**config.mk**
```make
export PLATFORM = sky130hd
export DESIGN_NAME = lz4c_csr
export DESIGN_NICKNAME = d
export VERILOG_FILES = /design/src/hw/rtl/lz4c_pkg.sv /design/src/hw/rtl/lz4c_csr.sv
export SDC_FILE = /design/constraint.sdc
export NUM_CORES = 1
export LEC_CHECK = 0
export ABC_CLOCK_PERIOD_IN_PS = 2890
export BUFFER_PORTS_ARGS = -buffer_cell sky130_fd_sc_hd__buf_2
export CORE_MARGIN = 3
export CORE_UTILIZATION = 30
export DETAILED_ROUTE_END_ITERATION = 8
export PLACE_DENSITY = 0.66
export SYNTH_ARGS = -nofsm -noshare
export SYNTH_HDL_FRONTEND = slang
export SYNTH_SLANG_ARGS = --single-unit
```
**constraint.sdc**
```tcl
create_clock -name clock -period 2.89 [get_ports clock]
set_clock_uncertainty 0.2 [all_clocks]
set_input_delay 0.4335 -clock clock [delete_from_list [all_inputs] [get_ports clock]]
set_output_delay 0.4335 -clock clock [all_outputs]
set_load 0.05 [all_outputs]
```
**src/hw/rtl/lz4c_pkg.sv**
```systemverilog
// Shared constants, word types and command codes of the LZ4 block compressor.
`timescale 1ns / 1ps
package lz4c_pkg;

   // Source block and match finder geometry
   localparam int MAX_INPUT  = 65536;
   localparam int SRC_AW     = $clog2(MAX_INPUT);
   localparam int POS_W      = SRC_AW + 1;
   localparam int HASH_BITS  = 14;
   localparam int MAX_OUTPUT = 131072;
   localparam int OUT_AW     = $clog2(MAX_OUTPUT);
   localparam int CNT_W      = OUT_AW + 1;
   localparam int CAP_W      = 18;

   localparam logic [31:0] HASH_MULT = 32'd2654435761;
   localparam int MIN_MATCH  = 4;
   localparam int END_GUARD  = 5;
   localparam int MAX_OFFSET = 65535;
   localparam int RUN_MASK   = 15;
   localparam int LEN_RUN    = 255;

   // Input word opcodes
   localparam logic OP_LOAD = 1'b0;
   localparam logic OP_READ = 1'b1;

   // Result status codes
   localparam logic [1:0] STATUS_OK       = 2'd0;
   localparam logic [1:0] STATUS_CAP      = 2'd1;
   localparam logic [1:0] STATUS_EMPTY    = 2'd2;
   localparam logic [1:0] STATUS_OVERFLOW = 2'd3;

   // Register index of out_capacity
   localparam logic CSR_OUT_CAPACITY = 1'b0;

   typedef struct packed {
      logic       op;
      logic [7:0] data_byte;
      logic       last_byte;
   } req_word_type;

   typedef struct packed {
      logic [7:0]       out_byte;
      logic             is_last;
      logic [1:0]       status;
      logic [CAP_W-1:0] comp_length;
   } rsp_word_type;

   // One datapath operation per cycle
   typedef enum logic [4:0] {
      CMD_NOP,
      CMD_LOAD,
      CMD_RSP_RD,
      CMD_RSP_BLK,
      CMD_INIT,
      CMD_CLEAR,
      CMD_TOP,
      CMD_HRD,
      CMD_MUL,
      CMD_TRD,
      CMD_TWR,
      CMD_CHK,
      CMD_CMP,
      CMD_MSTART,
      CMD_INC,
      CMD_EXT_RD,
      CMD_EXT_CK,
      CMD_SEQ,
      CMD_FIN,
      CMD_PUT_TOK,
      CMD_PUT_LEN,
      CMD_LIT_RD,
      CMD_PUT_LIT,
      CMD_PUT_OFFLO,
      CMD_PUT_OFFHI,
      CMD_ADV
   } cmd_type;

   typedef struct packed {
      logic will_ovf;
      logic clr_last;
      logic fail;
      logic ip_lt_limit;
      logic k_last;
      logic ref_ge_ip;
      logic off_big;
      logic eq;
      logic mp_lt_limit;
      logic q_eq;
      logic lit_ge15;
      logic ml_ge15;
      logic ext_ge255;
      logic lrem_zero;
      logic rsp_busy;
   } ctl_status_type;

endpackage

```
**src/hw/rtl/lz4c_csr.sv**
```systemverilog
// APB register block holding the output capacity.
`timescale 1ns / 1ps
module lz4c_csr (
   input  logic                       clock,
   input  logic                       reset,
   input  logic                       psel,
   input  logic                       penable,
   input  logic                       pwrite,
   input  logic [2:0]                 paddr,
   input  logic [31:0]                pwdata,
   output logic [31:0]                prdata,
   output logic                       pready,
   output logic [lz4c_pkg::CAP_W-1:0] out_capacity
);
   import lz4c_pkg::*;

   logic [CAP_W-1:0] cap_ff;
   logic [CAP_W-1:0] cap_in;
   logic             wr_hit;

   // Write on the access phase of a register hit
   assign wr_hit = psel && penable && pwrite && (paddr[2] == CSR_OUT_CAPACITY);
   assign cap_in = wr_hit ? pwdata[CAP_W-1:0] : cap_ff;

   always_ff @(posedge clock) begin
      if (reset) begin
         cap_ff <= CAP_W'(MAX_OUTPUT);
      end else begin
         cap_ff <= cap_in;
      end
   end

   // Read back
   assign prdata       = (paddr[2] == CSR_OUT_CAPACITY) ? {{(32 - CAP_W){1'b0}}, cap_ff} : 32'd0;
   assign pready       = 1'b1;
   assign out_capacity = cap_ff;
endmodule

```
Word level (Yosys, flattened, before mapping)
Cells that the tools add are included.
{"block": "totals", "ff_bits": 18, "latch_bits": 0, "inputBits": 40, "mem_count": 0, "ramBits": 0, "mem_bits_ro": 0, "wordCells": 6, "out_inout_bits": 51}
{"block": "classes", "eq_ne": 0, "shift": 0, "div": 0, "n_reduce_logical": 3, "n_mux": 1, "multipliers": 0, "addsub": 0, "n_lt_le_gt_ge": 0, "bitwise": 1}
{"cell": "18-bit two-way mux", "count": 1}
{"cell": "1-bit logical AND", "count": 3}
{"cell": "1-bit NOT", "count": 1}

Longest topological paths before layout
{"block": "depth", "depth_word": 3, "mapped_depth": 4, "mapped_depth_nobuf": 2}

Worst setup path before layout
OpenSTA, ideal clock, no wires.
{"block": "synth_path", "path_kind": "register -> output", "startpoint": "register cap_ff[10], in the netlist out_capacity[10]", "endpoint": "output prdata[10]", "stages_incl_launch_ff": 2, "arrival_time_ns": 1.410, "slack_ns": 0.846, "cell_sequence": "dfxtp_1 -> nor2b_1"}
{"block": "synth_between", "elab_chain_cells": 1}
{"element": "from (decl)", "line_no": "lz4c_csr.sv:17", "source": "logic [CAP_W-1:0] cap_ff;"}
{"element": "from (signal assigned)", "line_no": "lz4c_csr.sv:27", "source": "cap_ff <= CAP_W'(MAX_OUTPUT);"}
{"element": "from (signal assigned)", "line_no": "lz4c_csr.sv:29", "source": "cap_ff <= cap_in;"}
{"element": "18-bit two-way mux", "line_no": "lz4c_csr.sv:34", "source": "assign prdata = (paddr[2] == CSR_OUT_CAPACITY) ? {{(32 - CAP_W){1'b0}}, cap_ff} : 32'd0;"}
{"element": "to (decl)", "line_no": "lz4c_csr.sv:11", "source": "output logic [31:0] prdata,"}
No other way between the ends.

Final worst setup path
{"block": "layout_path", "startpoint": "input paddr[2]", "endpoint": "output prdata[3]"}
{"block": "layout_between", "elab_chain_cells": 1}
{"element": "from (decl)", "line_no": "lz4c_csr.sv:9", "source": "input logic [2:0] paddr,"}
{"element": "18-bit two-way mux", "line_no": "lz4c_csr.sv:34"}
No other way between the ends.

==> results.sh <==
export IMPL_yosys_area_share_xor_xnor_pct=0
export IMPL_grt_max_degree=37
export IMPL_rsz0062_at_grt="false"
export IMPL_ff2ff_path_depth=2
export IMPL_path_clk_slew_ps=110
export IMPL_cts_buffers_inserted=3
export IMPL_vias_per_cell=3.89
export IMPL_holdPathStages=3
export IMPL_root_buffer="clkbuf_4"
export IMPL_met3_wirelength_um=164
export IMPL_ir_worst_vdd_v=0.000141
export IMPL_critPathMaxFanout=19
export IMPL_slowest_delay_ps=290
export IMPL_holdCritStartpoint="pwdata[10]"
export IMPL_yosys_area_share_simple_pct=33.9
export IMPL_cts_setup_buffers=0
export IMPL_gp_congestion=0.665
export IMPL_dpl_instance_area_um2=1320
export IMPL_crit_family="buffers and inverters"
export IMPL_start_kind="primary input"
export IMPL_synth_top_family_by_area="simple AND/OR/NAND/NOR gates"
export IMPL_finalHoldViolCount=0
export IMPL_syn_inst=114
export IMPL_netlist_area_um2=1070
export IMPL_fmaxAchievable_ghz=0.550
export IMPL_drtPass1Iterations=2
export IMPL_synth_warnings=0
export IMPL_synth_fa_ha_area_share_pct=0
export IMPL_fin_util_pct=40.0
export IMPL_final_area_um2=1360
export IMPL_holdPathEnd="out_capacity[10]$_SDFFE_PP0P_"
export IMPL_wl_met1_um=890
export IMPL_period_share_pct=62.9
export IMPL_synth_area_leaders="dfxtp_1 34%, nand2b_1 20%, mux2i_1 17%, buf_4 11%, and2b_2 6.5%"
export IMPL_die_x_um=65.7
export IMPL_final_cells=216
export IMPL_arrival_ps=1180
export IMPL_crit_path_end_kind="primary output"
export IMPL_finalMaxSlewViolations=0
export IMPL_highest_layer="met4"
export IMPL_crit_slowest_cell="buf_2"
export IMPL_largest_reg_flops=18
export IMPL_dp_cells=212
export IMPL_r2r_start="out_capacity[17]$_SDFFE_PP1P_"
export IMPL_port_buffers=59
export IMPL_leakage_nw=0.688
export IMPL_totalWireLength_um=2210
export IMPL_antenna_left=0
export IMPL_required_ps=2260
export IMPL_drive_above_1_share_pct=42.4
export IMPL_grt_pass1_vias=724
export IMPL_rows=21
export IMPL_fin_crit_ps=1820
export IMPL_crit_top_cell="buf_2"
export IMPL_clk_latency_ps=290
export IMPL_grt_pass1_wl_um=3310
export IMPL_setup_viol=0
export IMPL_htree_levels=1
export IMPL_hpwl_um=1600
export IMPL_overflow=0
export IMPL_cts_tree="done"
export IMPL_worstReg2RegEnd="out_capacity[17]$_SDFFE_PP1P_"
export IMPL_drtIter0Drc=39
export IMPL_crit_buf_inv=2
export IMPL_io_pins=91
export IMPL_ys_seq_area_share_pct=33.7
export IMPL_die_h_um=65.7
export IMPL_synth_seq_cells=18
export IMPL_ys_types=12
export IMPL_cts_resized=0
export IMPL_synth_avg_cell_area_um2=9.38
export IMPL_path_cells="buf_2 > and2b_2 > buf_2"
export IMPL_met2_length_um=1110
export IMPL_hold_class="in2reg"
export IMPL_powerDensity_nw_per_um2=405
export IMPL_area_growth_syn_to_layout_pct=26.8
export IMPL_clockBufferDepth=2
export IMPL_synth_top_cell_area_share_pct=33.7
export IMPL_vias=841
export IMPL_grt_util_all_layers_pct=9.95
export IMPL_synth_compound_area_share_pct=0
export IMPL_status="completed"
export IMPL_cap_violations=0
export IMPL_ctsHoldBuffers=0
export IMPL_antenna_found_initial=0
export IMPL_fin_setup_tns_ps=0
export IMPL_drcViolationCount=0
export IMPL_crit_type="in2out"
export IMPL_synth_mux_area_share_pct=16.8
export IMPL_wl_per_cell_um=10.2
export IMPL_clock_sinks=18
export IMPL_start_util_pct=31.6
export IMPL_rrSetupSlack_ps=2070
export IMPL_num_antenna_cells=0
export IMPL_nets=211
export IMPL_core_um2=3390
export IMPL_dieArea_um2=4320
export IMPL_synth_area_leader_cell="dfxtp_1"
[report_power, final]
group | switching (W) | internal [W] | leakage [nW]
combinational | 0.0000993 | 0.0000356 | 0.521
clock | 0.0000800 | 0.0000768 | 0.0210
sequential | 0.00000349 | 0.000253 | 0.146
total | 0.000183 | 0.000366 | 0.688
[cell usage after synthesis]
cell type   n
nand2b_1   34
dfxtp_1    18
mux2i_1    18
buf_4      15
nor2b_1    10
and2b_2     8
clkbuf_1    4
conb_1      2
nor2_1      2
and4b_1     1
buf_12      1
buf_6       1
[per-stage QoR]
step / setup slack [ps] / hold WS, ps / power [W]
2_1_floorplan: 846 / 388 / 0.000386
3_3_place_gp: 1060 / 269 / 0.000398
3_5_place_dp: 1050 / 268 / 0.000398
4_1_cts: 1050 / 168 / 0.000563
5_1_grt: 1020 / 164 / 0.000582
6_report: 1070 / 186 / 0.000549
[worst max-delay path by stage]
stage,start,cells past startpoint,slack (ps),end
finish,paddr[2],3,1070,prdata[3]
global placement,paddr[2],3,1060,prdata[0]
global route,paddr[2],3,1020,prdata[5]
CTS,paddr[2],3,1050,prdata[15]
floorplan,out_capacity[10]$_SDFFE_PP0P_,1,850,prdata[10]
detailed placement,paddr[2],3,1050,prdata[3]
[per-layer routing]
metal | track usage [%] | up-vias
met5 | 0 | -
met4 | 4.66 | 0
met3 | 2.05 | 4
met2 | 16.1 | 37
met1 | 12.5 | 360
li1 | - | 440
[worst min-delay path: stages]
cell and delay [ps]:
buf_2 90, nand2b_1 50, mux2i_1 60
[area by class of cell]
class | count | area [µm²]
clock buffer | 4 | 36.3
tap | 46 | 57.6
sequential | 18 | 360
fill | 363 | 2030
timing repair buffer | 60 | 303
multi-input combinational | 88 | 599
[cells by family after synthesis]
| logic type | after synthesis |
|---|---|
| other | 2 |
| buffers and inverters | 21 |
| and+or+nand+nor | 55 |
| muxes | 18 |
| DFF | 18 |
[cell usage in the layout (no fill, tap or decap)]
cell      count
and4b_1       1
conb_1       15
dfxtp_1      18
nand2b_1     34
buf_2        59
clkbuf_4      3
nor2b_1      10
buf_4         1
mux2i_1      18
and2b_2       8
clkbuf_8      1
nor2_1        2
Note: power is estimated with default switching activity, not from simulation.
