## config.mk

```make
export PLATFORM = sky130hd
export DESIGN_NAME = lz4c_ctrl
export DESIGN_NICKNAME = d
export VERILOG_FILES = /design/src/hw/rtl/lz4c_pkg.sv /design/src/hw/rtl/lz4c_ctrl.sv
export SDC_FILE = /design/constraint.sdc
export NUM_CORES = 1
export LEC_CHECK = 0
export ABC_AREA = 1
export BUFFER_PORTS_ARGS = -buffer_cell sky130_fd_sc_hd__buf_2
export CAP_MARGIN = 20
export CORE_ASPECT_RATIO = 1.1
export CORE_MARGIN = 2
export CORE_UTILIZATION = 30
export DETAILED_ROUTE_END_ITERATION = 7
export PLACE_DENSITY = 0.57
export SETUP_SLACK_MARGIN = 0.05
export SLEW_MARGIN = 15
export SYNTH_ARGS = -nofsm -noshare
export SYNTH_HDL_FRONTEND = slang
export SYNTH_SLANG_ARGS = --single-unit
```

## constraint.sdc

```tcl
create_clock -name clock -period 2.1 [get_ports clock]
set_input_delay 0 -clock clock [delete_from_list [all_inputs] [get_ports clock]]
set_output_delay 0 -clock clock [all_outputs]
set_load 0.005 [all_outputs]
```

## src/hw/rtl/lz4c_pkg.sv

```systemverilog
// Shared constants, word types and command codes of the LZ4 block compressor.
`timescale 1ns / 1ps
package lz4c_pkg;

   // Source block and match finder geometry
   localparam int MAX_INPUT  = 65536;
   localparam int SRC_AW     = $clog2(MAX_INPUT);
   localparam int POS_W      = SRC_AW + 1;
   localparam int HASH_BITS  = 14;
   localparam int MAX_OUTPUT = 131072;
   localparam int OUT_AW     = $clog2(MAX_OUTPUT);
   localparam int CNT_W      = OUT_AW + 1;
   localparam int CAP_W      = 18;

   localparam logic [31:0] HASH_MULT = 32'd2654435761;
   localparam int MIN_MATCH  = 4;
   localparam int END_GUARD  = 5;
   localparam int MAX_OFFSET = 65535;
   localparam int RUN_MASK   = 15;
   localparam int LEN_RUN    = 255;

   // Input word opcodes
   localparam logic OP_LOAD = 1'b0;
   localparam logic OP_READ = 1'b1;

   // Result status codes
   localparam logic [1:0] STATUS_OK       = 2'd0;
   localparam logic [1:0] STATUS_CAP      = 2'd1;
   localparam logic [1:0] STATUS_EMPTY    = 2'd2;
   localparam logic [1:0] STATUS_OVERFLOW = 2'd3;

   // Register index of out_capacity
   localparam logic CSR_OUT_CAPACITY = 1'b0;

   typedef struct packed {
      logic       op;
      logic [7:0] data_byte;
      logic       last_byte;
   } req_word_type;

   typedef struct packed {
      logic [7:0]       out_byte;
      logic             is_last;
      logic [1:0]       status;
      logic [CAP_W-1:0] comp_length;
   } rsp_word_type;

   // One datapath operation per cycle
   typedef enum logic [4:0] {
      CMD_NOP,
      CMD_LOAD,
      CMD_RSP_RD,
      CMD_RSP_BLK,
      CMD_INIT,
      CMD_CLEAR,
      CMD_TOP,
      CMD_HRD,
      CMD_MUL,
      CMD_TRD,
      CMD_TWR,
      CMD_CHK,
      CMD_CMP,
      CMD_MSTART,
      CMD_INC,
      CMD_EXT_RD,
      CMD_EXT_CK,
      CMD_SEQ,
      CMD_FIN,
      CMD_PUT_TOK,
      CMD_PUT_LEN,
      CMD_LIT_RD,
      CMD_PUT_LIT,
      CMD_PUT_OFFLO,
      CMD_PUT_OFFHI,
      CMD_ADV
   } cmd_type;

   typedef struct packed {
      logic will_ovf;
      logic clr_last;
      logic fail;
      logic ip_lt_limit;
      logic k_last;
      logic ref_ge_ip;
      logic off_big;
      logic eq;
      logic mp_lt_limit;
      logic q_eq;
      logic lit_ge15;
      logic ml_ge15;
      logic ext_ge255;
      logic lrem_zero;
      logic rsp_busy;
   } ctl_status_type;

endpackage

```

## src/hw/rtl/lz4c_ctrl.sv

```systemverilog
// Sequencer that steps the datapath through load, read and compression.
`timescale 1ns / 1ps
module lz4c_ctrl (
   input  logic                    clock,
   input  logic                    reset,
   input  logic                    req_valid,
   input  logic                    req_op,
   input  logic                    req_last,
   output logic                    req_ready,
   input  lz4c_pkg::ctl_status_type status,
   output lz4c_pkg::cmd_type        cmd
);
   import lz4c_pkg::*;

   typedef enum logic [25:0] {
      ST_IDLE    = 26'h0000001,
      ST_RD_OUT  = 26'h0000002,
      ST_BLK_RSP = 26'h0000004,
      ST_INIT    = 26'h0000008,
      ST_CLEAR   = 26'h0000010,
      ST_TOP     = 26'h0000020,
      ST_HASH    = 26'h0000040,
      ST_MUL     = 26'h0000080,
      ST_TRD     = 26'h0000100,
      ST_TWR     = 26'h0000200,
      ST_CHK     = 26'h0000400,
      ST_CMP     = 26'h0000800,
      ST_CMP_END = 26'h0001000,
      ST_INC     = 26'h0002000,
      ST_EXT_RD  = 26'h0004000,
      ST_EXT_CK  = 26'h0008000,
      ST_SEQ     = 26'h0010000,
      ST_FIN     = 26'h0020000,
      ST_TOK     = 26'h0040000,
      ST_LLEN    = 26'h0080000,
      ST_LIT_RD  = 26'h0100000,
      ST_LIT_WR  = 26'h0200000,
      ST_OFF_LO  = 26'h0400000,
      ST_OFF_HI  = 26'h0800000,
      ST_MLEN    = 26'h1000000,
      ST_ADV     = 26'h2000000
   } state_type;

   state_type state_ff, state_in;
   logic      fin_ff, fin_in;
   logic      accept;

   assign req_ready = (state_ff == ST_IDLE) && !status.rsp_busy;
   assign accept    = req_valid && req_ready;

   // Next state and command
   always_comb begin
      state_in = state_ff;
      fin_in   = fin_ff;
      cmd      = CMD_NOP;
      case (state_ff)
         ST_IDLE: begin
            if (accept) begin
               if (req_op == OP_READ) begin
                  state_in = ST_RD_OUT;
               end else begin
                  cmd = CMD_LOAD;
                  if (req_last) begin
                     state_in = status.will_ovf ? ST_BLK_RSP : ST_INIT;
                  end
               end
            end
         end
         ST_RD_OUT: begin
            cmd      = CMD_RSP_RD;
            state_in = ST_IDLE;
         end
         ST_BLK_RSP: begin
            cmd      = CMD_RSP_BLK;
            state_in = ST_IDLE;
         end
         ST_INIT: begin
            cmd      = CMD_INIT;
            state_in = ST_CLEAR;
         end
         ST_CLEAR: begin
            cmd = CMD_CLEAR;
            if (status.clr_last) state_in = ST_TOP;
         end
         ST_TOP: begin
            if (status.fail) begin
               state_in = ST_BLK_RSP;
            end else if (!status.ip_lt_limit) begin
               state_in = ST_FIN;
            end else begin
               cmd      = CMD_TOP;
               state_in = ST_HASH;
            end
         end
         ST_HASH: begin
            cmd = CMD_HRD;
            if (status.k_last) state_in = ST_MUL;
         end
         ST_MUL: begin
            cmd      = CMD_MUL;
            state_in = ST_TRD;
         end
         ST_TRD: begin
            cmd      = CMD_TRD;
            state_in = ST_TWR;
         end
         ST_TWR: begin
            cmd      = CMD_TWR;
            state_in = ST_CHK;
         end
         ST_CHK: begin
            cmd      = CMD_CHK;
            state_in = (status.ref_ge_ip || status.off_big) ? ST_INC : ST_CMP;
         end
         ST_CMP: begin
            cmd = CMD_CMP;
            if (status.k_last) state_in = ST_CMP_END;
         end
         ST_CMP_END: begin
            cmd      = CMD_MSTART;
            state_in = status.eq ? ST_EXT_RD : ST_INC;
         end
         ST_INC: begin
            cmd      = CMD_INC;
            state_in = ST_TOP;
         end
         ST_EXT_RD: begin
            if (status.mp_lt_limit) begin
               cmd      = CMD_EXT_RD;
               state_in = ST_EXT_CK;
            end else begin
               state_in = ST_SEQ;
            end
         end
         ST_EXT_CK: begin
            cmd      = CMD_EXT_CK;
            state_in = status.q_eq ? ST_EXT_RD : ST_SEQ;
         end
         ST_SEQ: begin
            cmd      = CMD_SEQ;
            fin_in   = 1'b0;
            state_in = ST_TOK;
         end
         ST_FIN: begin
            cmd      = CMD_FIN;
            fin_in   = 1'b1;
            state_in = ST_TOK;
         end
         ST_TOK: begin
            cmd      = CMD_PUT_TOK;
            state_in = status.lit_ge15 ? ST_LLEN : ST_LIT_RD;
         end
         ST_LLEN: begin
            if (status.fail) begin
               state_in = ST_BLK_RSP;
            end else begin
               cmd = CMD_PUT_LEN;
               if (!status.ext_ge255) state_in = ST_LIT_RD;
            end
         end
         ST_LIT_RD: begin
            if (status.fail) begin
               state_in = ST_BLK_RSP;
            end else if (status.lrem_zero) begin
               state_in = fin_ff ? ST_BLK_RSP : ST_OFF_LO;
            end else begin
               cmd      = CMD_LIT_RD;
               state_in = ST_LIT_WR;
            end
         end
         ST_LIT_WR: begin
            cmd      = CMD_PUT_LIT;
            state_in = ST_LIT_RD;
         end
         ST_OFF_LO: begin
            cmd      = CMD_PUT_OFFLO;
            state_in = ST_OFF_HI;
         end
         ST_OFF_HI: begin
            cmd      = CMD_PUT_OFFHI;
            state_in = status.ml_ge15 ? ST_MLEN : ST_ADV;
         end
         ST_MLEN: begin
            if (status.fail) begin
               state_in = ST_BLK_RSP;
            end else begin
               cmd = CMD_PUT_LEN;
               if (!status.ext_ge255) state_in = ST_ADV;
            end
         end
         ST_ADV: begin
            cmd      = CMD_ADV;
            state_in = ST_TOP;
         end
         default: begin
            state_in = ST_IDLE;
         end
      endcase
   end

   always_ff @(posedge clock) begin
      if (reset) begin
         state_ff <= ST_IDLE;
         fin_ff   <= 1'b0;
      end else begin
         state_ff <= state_in;
         fin_ff   <= fin_in;
      end
   end
endmodule

```

* Yosys cells after proc, flatten, opt, wreduce, memory -nomap -nowiden *
Index checks and enable logic that the tools add are counted.

operators by class
  equality and inequality tests = 33
  multiplexer cells = 33
  reductions and logical operators = 9

operators with widths
  kind                  count
  $pmux 26 s22          1
  $mux 26               11
  $pmux 5 s25           1
  $mux 23               3
  $mux 18               2
  $mux 17               2
  $eq 26x1->1 const B   1
  $eq 26x10->1 const B  1
  $eq 26x11->1 const B  1
  $eq 26x12->1 const B  1
  $eq 26x13->1 const B  1
  $eq 26x14->1 const B  1
  $eq 26x15->1 const B  1
  $eq 26x16->1 const B  1
  $eq 26x17->1 const B  1
  $eq 26x18->1 const B  1
  $eq 26x19->1 const B  1
  $eq 26x2->1 const B   1
  $eq 26x20->1 const B  1
  $eq 26x21->1 const B  1
  $eq 26x22->1 const B  1
  $eq 26x23->1 const B  1
  $eq 26x24->1 const B  1
  $eq 26x25->1 const B  1
  other kinds (24)      37

word-level totals
  flip-flop bits (word level) = 27
  input port bits = 20
  word-level logic and storage cells = 77

* Logic depth before layout (Yosys ltp) *
Gate-level depths: netlist of the first run.

  depth after elaboration = 5
  mapped depth = 14
  gate-level depth less buffers = 14

* Least setup slack after synthesis of the first run *
Ideal clock, no wire load.

  kind = reg-to-reg
  start = register state_ff[15]
  end = register state_ff[23]
  library setup time = 0.115 ns
  arrival time = 1.445 ns
  required time = 1.985 ns
  slack = 0.540 ns
  cell stages (with the launch flop) = 15
  cell sequence = dfxtp_1 > nor2_1 > nand2_2 > inv_1 > nand2_2 > nor2_4 > buf_6 > nand2_1 > nand2_1 > nor2_1 > nand2_1 > nor2_1 > nand2_2 > nand2_4 > nor2_2

on the way
  word-level cells in the longest chain between the ends = 5
  elaborated cells between the ends (all ways) = 37
  those cells by class = 31 x eq/ne; 1 x mux; 5 x reduce/logical

ends and longest elaborated chain
  element                            RTL line                          RTL
  start, declared                    lz4c_ctrl.sv:44                   state_type state_ff, state_in;
  start signal, assigned             lz4c_ctrl.sv:206                  state_ff <= state_in;
  $eq 26x1->1                        lz4c_ctrl.sv:48, lz4c_ctrl.sv:56
  $logic_and 1x1->1                  lz4c_ctrl.sv:48                   assign req_ready = (state_ff == ST_IDLE) && !status.rsp_busy;
  $logic_and 1x1->1                  lz4c_ctrl.sv:49                   assign accept = req_valid && req_ready;
  $ne 2x2->1 (no source line)        --
  $reduce_and 7->1 (no source line)  --

Several ways; a longest one is shown, not always the timed one.
A chain may end at the register's enable or synchronous reset.

* Worst setup path in the final report of the first run *
  start = register state_ff[3]
  end = output port cmd[3]

on the way
  word-level cells in the longest chain between the ends = 3
  elaborated cells between the ends (all ways) = 28
  those cells by class = 26 x eq/ne; 1 x mux; 1 x reduce/logical

ends and longest elaborated chain
  element                                       RTL line         RTL
  $eq 26x25->1 or $eq 26x20->1 (tied branches)  lz4c_ctrl.sv:56  case (state_ff)
  $reduce_or 2->1 (no source line)              --
  $pmux 5 s25 *                                 lz4c_ctrl.sv:56
  end, declared                                 lz4c_ctrl.sv:11  output lz4c_pkg::cmd_type cmd

Mark *: on every way between the ends. The rest lies on a longest branch, timed or not.

==> flow_summary.toml, run 1 <==
[run_status]
status = "finished, final reports clean"

[synth]
synth.distinct_cells = 33
synth_top_area_frac = 0.2708
ys_seq_area_frac = 0.2708
syn_area_per_cell_um2 = 6.047
syn_area_um2 = 1996
yosys.area.top_type = "dfxtp_1"
synth_nets = 350
synthCells = 330
synth_area_leaders = "dfxtp_1 27%, nand2_1 13%, nor2_1 13%"
ys_ff_latch = 27
yosysWarnings = 0

[placed_design]
numPortBuffers = 25
pre_cts_ws_ns = 0.1590
gp_congestion = 0.9031
dp_hpwl_um = 4536

[setup_path]
startpoint = "state_ff[3]"
endpoint_kind = "output port"
worstPathArrival_ns = 1.96
timing.rr.start = "state_ff[17]"
reg2reg_to = "state_ff[19]"
critPathMaxFanout = 11
critPathLaunchType = "register"
reg2reg_slack_ns = 0.22
worstPathRequired_ns = 2.10
ff2ff_path_depth = 12
worst-setup-path-type = "reg -> out"

[power]
p_per_area_nw_per_um2 = 448.6
leakage_nw = 1.239
vdd_drop_max_v = 0.0002395

[die]
die-area_um2 = 7321
die_y_um = 89.54
io_pins = 26
die_w_um = 81.77
core_um2 = 6516
rows = 31
initial_core_util = 0.3063

[timing]
tightest_slew_ns = 0.3612
worst_slack_ns = 0.1361
rsz0062_at_grt = "true"
final_max_slew_viol_count = 0
finalSetupViolations = 0
finalCritPeriodShare = 0.9352
final_hold_viol_count = 0
tns_ns = 0
layout_min_cycle_time_ns = 1.964
fmax_mhz = 509.2
skew_ns = 0.004646
relSlewSlack = 0.7592

[global_route]
grtUsageTotal = 0.1699
grt_pass1_vias = 2032
grt_max_degree = 18
grt_first_pass_wirelength_um = 9390
antenna_found_initial = 0
grt-ovfl-total = 0

[clock_network]
path_clk_slew_ns = 0.10
clock-sinks = 27
cts_buffers = 3
cts-root-buf = "clkbuf_8"
cts_max_level = 1
cts_tree = "built"
clk-insertion-delay-late_ns = 0.29
cts.path.max_buffers = 2

[routing]
wl_um = 5856
num_vias = 2247
drt_iter0_drc = 125
firstDrtPassIters = 5
route.detailed.drc = 0
vias_per_cell = 4.812
antenna_left = 0
wl_per_cell_um = 12.54

[job]
maxCapViolCount = 0

[cells_and_area]
layout_common_cells = "69 x nand2_1, 61 x nor2_1, 38 x inv_1, 31 x nand3_1"
drive_above_1_share = 0.2857
area_growth_syn_to_layout_pct = 27.52
fin_util = 0.3906
n_antenna_cell = 0
layout_commonest_cell = "nand2_1"
nets = 406

[hold_path]
hp-class = "in -> reg"
min_to = "state_ff[14]"
min_from = "status[7]"
hold_depth = 3
critical path: stages, from the launching register on:
cell,delay (ns)
dfxtp_1,0.37
nor2_1,0.07
nand2_1,0.09
nor2_1,0.06
buf_4,0.18
nand2_1,0.13
nor2_1,0.08
nor2_2,0.17
nand2_1,0.09
or3_1,0.31
buf_2,0.14
cell families (layout without fill, tap and decap cells):
kind of cell | Yosys count | count (layout) | share of synthesized area
and+or+nand+nor | 234 | 234 | 0.5580
buffers and inverters | 48 | 103 | 0.09969
DFF | 27 | 27 | 0.2708
AOI/OAI and AO/OA | 21 | 21 | 0.07148
Yosys cell counts:
library cell / number
nor2_4: 4
o211ai_1: 1
a21oi_1: 8
dfxtp_1: 27
or2_2: 1
nand2_1: 70
o31ai_1: 1
buf_4: 1
nor2_1: 68
o21ai_0: 4
inv_1: 40
or2_0: 1
nand3_2: 2
o2111ai_1: 2
nand2_4: 2
nand3b_2: 1
nand3_1: 32
or3_1: 1
o21a_1: 1
a21oi_2: 1
nor3_1: 16
nor4_1: 1
buf_1: 1
o22ai_1: 2
buf_6: 2
clkbuf_1: 2
nor3_4: 1
nor2_2: 16
o211ai_4: 1
nand4_1: 8
inv_2: 2
nand2_2: 8
nor3b_1: 2
worst max path at each step:
| stage | to | slack [ns] | depth (start not counted) |
|---|---|---|---|
| final | cmd[3] | 0.14 | 10 |
| after global routing | cmd[0] | 0.01 | 11 |
| after CTS | cmd[0] | 0.07 | 11 |
| after detailed placement | state_ff[21] | 0.16 | 10 |
| after global placement | cmd[2] | 0.20 | 10 |
| after floorplan | state_ff[23] | 0.54 | 14 |
layer usage:
layer  track usage  routed length (um)
met1        0.2236                2758
met3       0.03030                 292
met5             0                   0
met2        0.2772                2728
met4       0.06212                  76
sequential cells by signal, summed over array words and instances, names as in the netlist:
name      cells
state_ff     26
fin_ff        1
area by class of cell:
type	instances	area, um2
clock buffers	3	41.29
clock inverters	1	5.005
fillers	723	3971
inverters	42	157.7
multi-input cells	255	1309
flip-flops and latches	27	545.5
well taps	82	102.6
repair buffers	57	384.1
through the flow:
stage	instances	cell area (um2)	power, mW	hold WS (ns)
final	467	2545	1.142	0.006588
after global routing	467	2545	1.202	0.01894
after CTS	454	2404	1.137	0.001051
after detailed placement	436	2220	0.7965	0.2293
after global placement	436	2220	0.7955	0.2380
after floorplan	330	1996	0.7278	0.03861
where the power goes:
part,switching (mW),total [mW],leakage [nW],internal (mW)
clock network,0.180,0.314,0.0255,0.134
registers,0.00558,0.525,0.220,0.520
logic,0.193,0.303,0.994,0.110
what timing repair did:
item,in CTS,in global routing
hold endpoints to repair,5,0
resized for setup,4,18
cloned,0,0
endpoints found under the setup margin,5,16
pin swaps,3,11
setup buffers,8,13
hold buffers,6,0
(Power assumes the default switching activity.)
==> run 2: changes to the inputs <==
--- a/config.mk
+++ b/config.mk
@@ -14,3 +14,3 @@
 export DETAILED_ROUTE_END_ITERATION = 7
-export PLACE_DENSITY = 0.57
+export PLACE_DENSITY = 0.47
 export SETUP_SLACK_MARGIN = 0.05
==> constraint.sdc (replaced) <==
create_clock -name clock -period 2.1 [get_ports clock]
set_input_delay 0.42 -clock clock [delete_from_list [all_inputs] [get_ports clock]]
set_output_delay 0.42 -clock clock [all_outputs]
set_load 0.005 [all_outputs]
==> flow_summary.toml, run 2 (synthesized netlist as in run 1, its figures left out) <==
[run_status]
status = "finished, violations left"
violations = "negative setup slack"

[cells_and_area]
area_growth_syn_to_layout_pct = 56.55
top_register = "state_ff"
layout_common_cells = "55 x nand2_1, 52 x buf_4, 44 x nor2_1, 35 x inv_1, 26 x nor2_2"
largest_registers = "state_ff (26), fin_ff (1)"
nets = 438
layout_commonest_cell = "nand2_1"
largest_register_ffs = 26
drive_above_1_share = 0.5180
final_area_um2 = 3124
finalNonFillerCells = 499
n_antenna_cell = 0

[die]
die_w_um = 81.77
io_pins = 26
die-area_um2 = 7321
core_um2 = 6516
rows = 31
die_y_um = 89.54
initial_core_util = 0.3063

[setup_path]
path_buf_inv = 2
critPathLaunchType = "register"
crit_family = "simple AND/OR/NAND/NOR gates"
worstPathArrival_ns = 1.83
reg2reg_to = "state_ff[6]"
cpPeakStageDelay_ns = 0.39
cp-endpoint = "cmd[3]"
endpoint_kind = "output port"
ff2ff_path_depth = 11
reg2reg_slack_ns = 0.14
timing.rr.start = "state_ff[17]"
crit_slowest_cell = "or3_1"
critPathMaxFanout = 6
worstPathRequired_ns = 1.68
cpMostUsedCell = "nor2_2"
worst-setup-path-type = "reg -> out"
worstSetupPathDepth = 9
startpoint = "state_ff[18]"
cp_cell_sequence = "nor2_4, nand2_4, inv_1, nand3_4, nor2_2, nor2_2, nand2_1, or3_1, buf_2"

[timing]
tightest_slew_ns = 0.4059
final_max_slew_viol_count = 0
finalCritPeriodShare = 1.073
skew_ns = 0.004898
relSlewSlack = 0.7294
rsz0062_at_grt = "true"
finalSetupViolations = 6
worst_slack_ns = -0.1534
layout_min_cycle_time_ns = 2.253
fmax_mhz = 443.8
final_hold_viol_count = 0

[clock_network]
cts_tree = "built"
cts-root-buf = "clkbuf_8"
clk-insertion-delay-late_ns = 0.28
cts_max_level = 1
cts.path.max_buffers = 2
cts_buffers = 3
clock-sinks = 27
path_clk_slew_ns = 0.10

[placed_design]
placed_area_um2 = 2377
dp_cells = 457
gp_congestion = 0.8665
dp_hpwl_um = 4918
numPortBuffers = 25

[global_route]
grt_pass1_vias = 2216
grtUsageTotal = 0.1837
grt_first_pass_wirelength_um = 10110
grt_max_degree = 18
grt-ovfl-total = 0
antenna_found_initial = 0

[routing]
antenna_left = 0
num_vias = 2405
wl_um = 6810
route.detailed.drc = 0
firstDrtPassIters = 4
vias_per_cell = 4.820
wl_per_cell_um = 13.65
drt_iter0_drc = 96

[power]
leakage_nw = 1.482
p_per_area_nw_per_um2 = 402.9
vdd_drop_max_v = 0.0002359

[hold_path]
hp-class = "in -> reg"
hold_depth = 2

[job]
maxCapViolCount = 0
==> run 2: changes by cell type in the layout (fill, tap and decap cells not counted), moves of 9 or more <==
cell	previous run	this run
buf_4	25	52
dfxtp_1	23	4
nor2_1	61	44
dfxtp_2	4	20
nand2_1	69	55
nor2_4	6	18
nand3_1	31	21
buf_6	1	10
==> run 2: per-layer routing <==
layer  vias up  GRT usage  wire length, um
li1       1229          -                -
met1      1115     0.2401             3104
met2        57     0.3171             3391
met3         4    0.02323              252
met4         0    0.05000               61
met5         -          0                0
==> run 2: cell type report <==
| cell class | count | area (um2) |
|---|---|---|
| timing repair buffer | 88 | 648.1 |
| multi-input combinational | 256 | 1588 |
| tap | 82 | 102.6 |
| clock inverter | 1 | 5.005 |
| fill | 683 | 3392 |
| clock buffer | 3 | 41.29 |
| inverter | 42 | 162.7 |
| sequential | 27 | 576.8 |
==> run 2: worst min-delay path by stage <==
stage	start	slack (ns)	to
3_3_place_gp	fin_ff	0.47	fin_ff
3_5_place_dp	fin_ff	0.47	fin_ff
5_1_grt	status[11]	0.32	state_ff[17]
6_report	status[11]	0.35	state_ff[17]
2_1_floorplan	fin_ff	0.45	fin_ff
4_1_cts	status[11]	0.34	state_ff[17]
==> run 2: stage by stage <==
step	TNS (ns)	hold WS [ns]	setup slack, ns	total power [mW]	utilization
floorplan	0	0.4549	0.2410	0.7278	-
global placement	0	0.4675	0.02689	0.8304	0.3648
detailed placement	-0.007493	0.4695	-0.007493	0.8318	0.3648
CTS	-0.6748	0.3412	-0.1797	1.206	0.4416
global route	-1.263	0.3234	-0.2447	1.328	0.4795
finish	-0.6912	0.3524	-0.1534	1.259	0.4795
==> run 2: where the power goes <==
| group | internal [mW] | total (mW) | switching [mW] |
|---|---|---|---|
| Sequential | 0.517 | 0.523 | 0.00630 |
| Combinational | 0.174 | 0.428 | 0.254 |
| Clock | 0.133 | 0.308 | 0.174 |
| Total | 0.825 | 1.26 | 0.434 |
==> run 2: what timing repair did <==
action / in CTS / in global routing
endpoints found under the setup margin: 6 / 18
hold buffers: 0 / 0
hold endpoints to repair: 0 / 0
cloned: 0 / 1
pin swaps: 21 / 29
buffers inserted: 32 / 11
resized for setup: 77 / 52
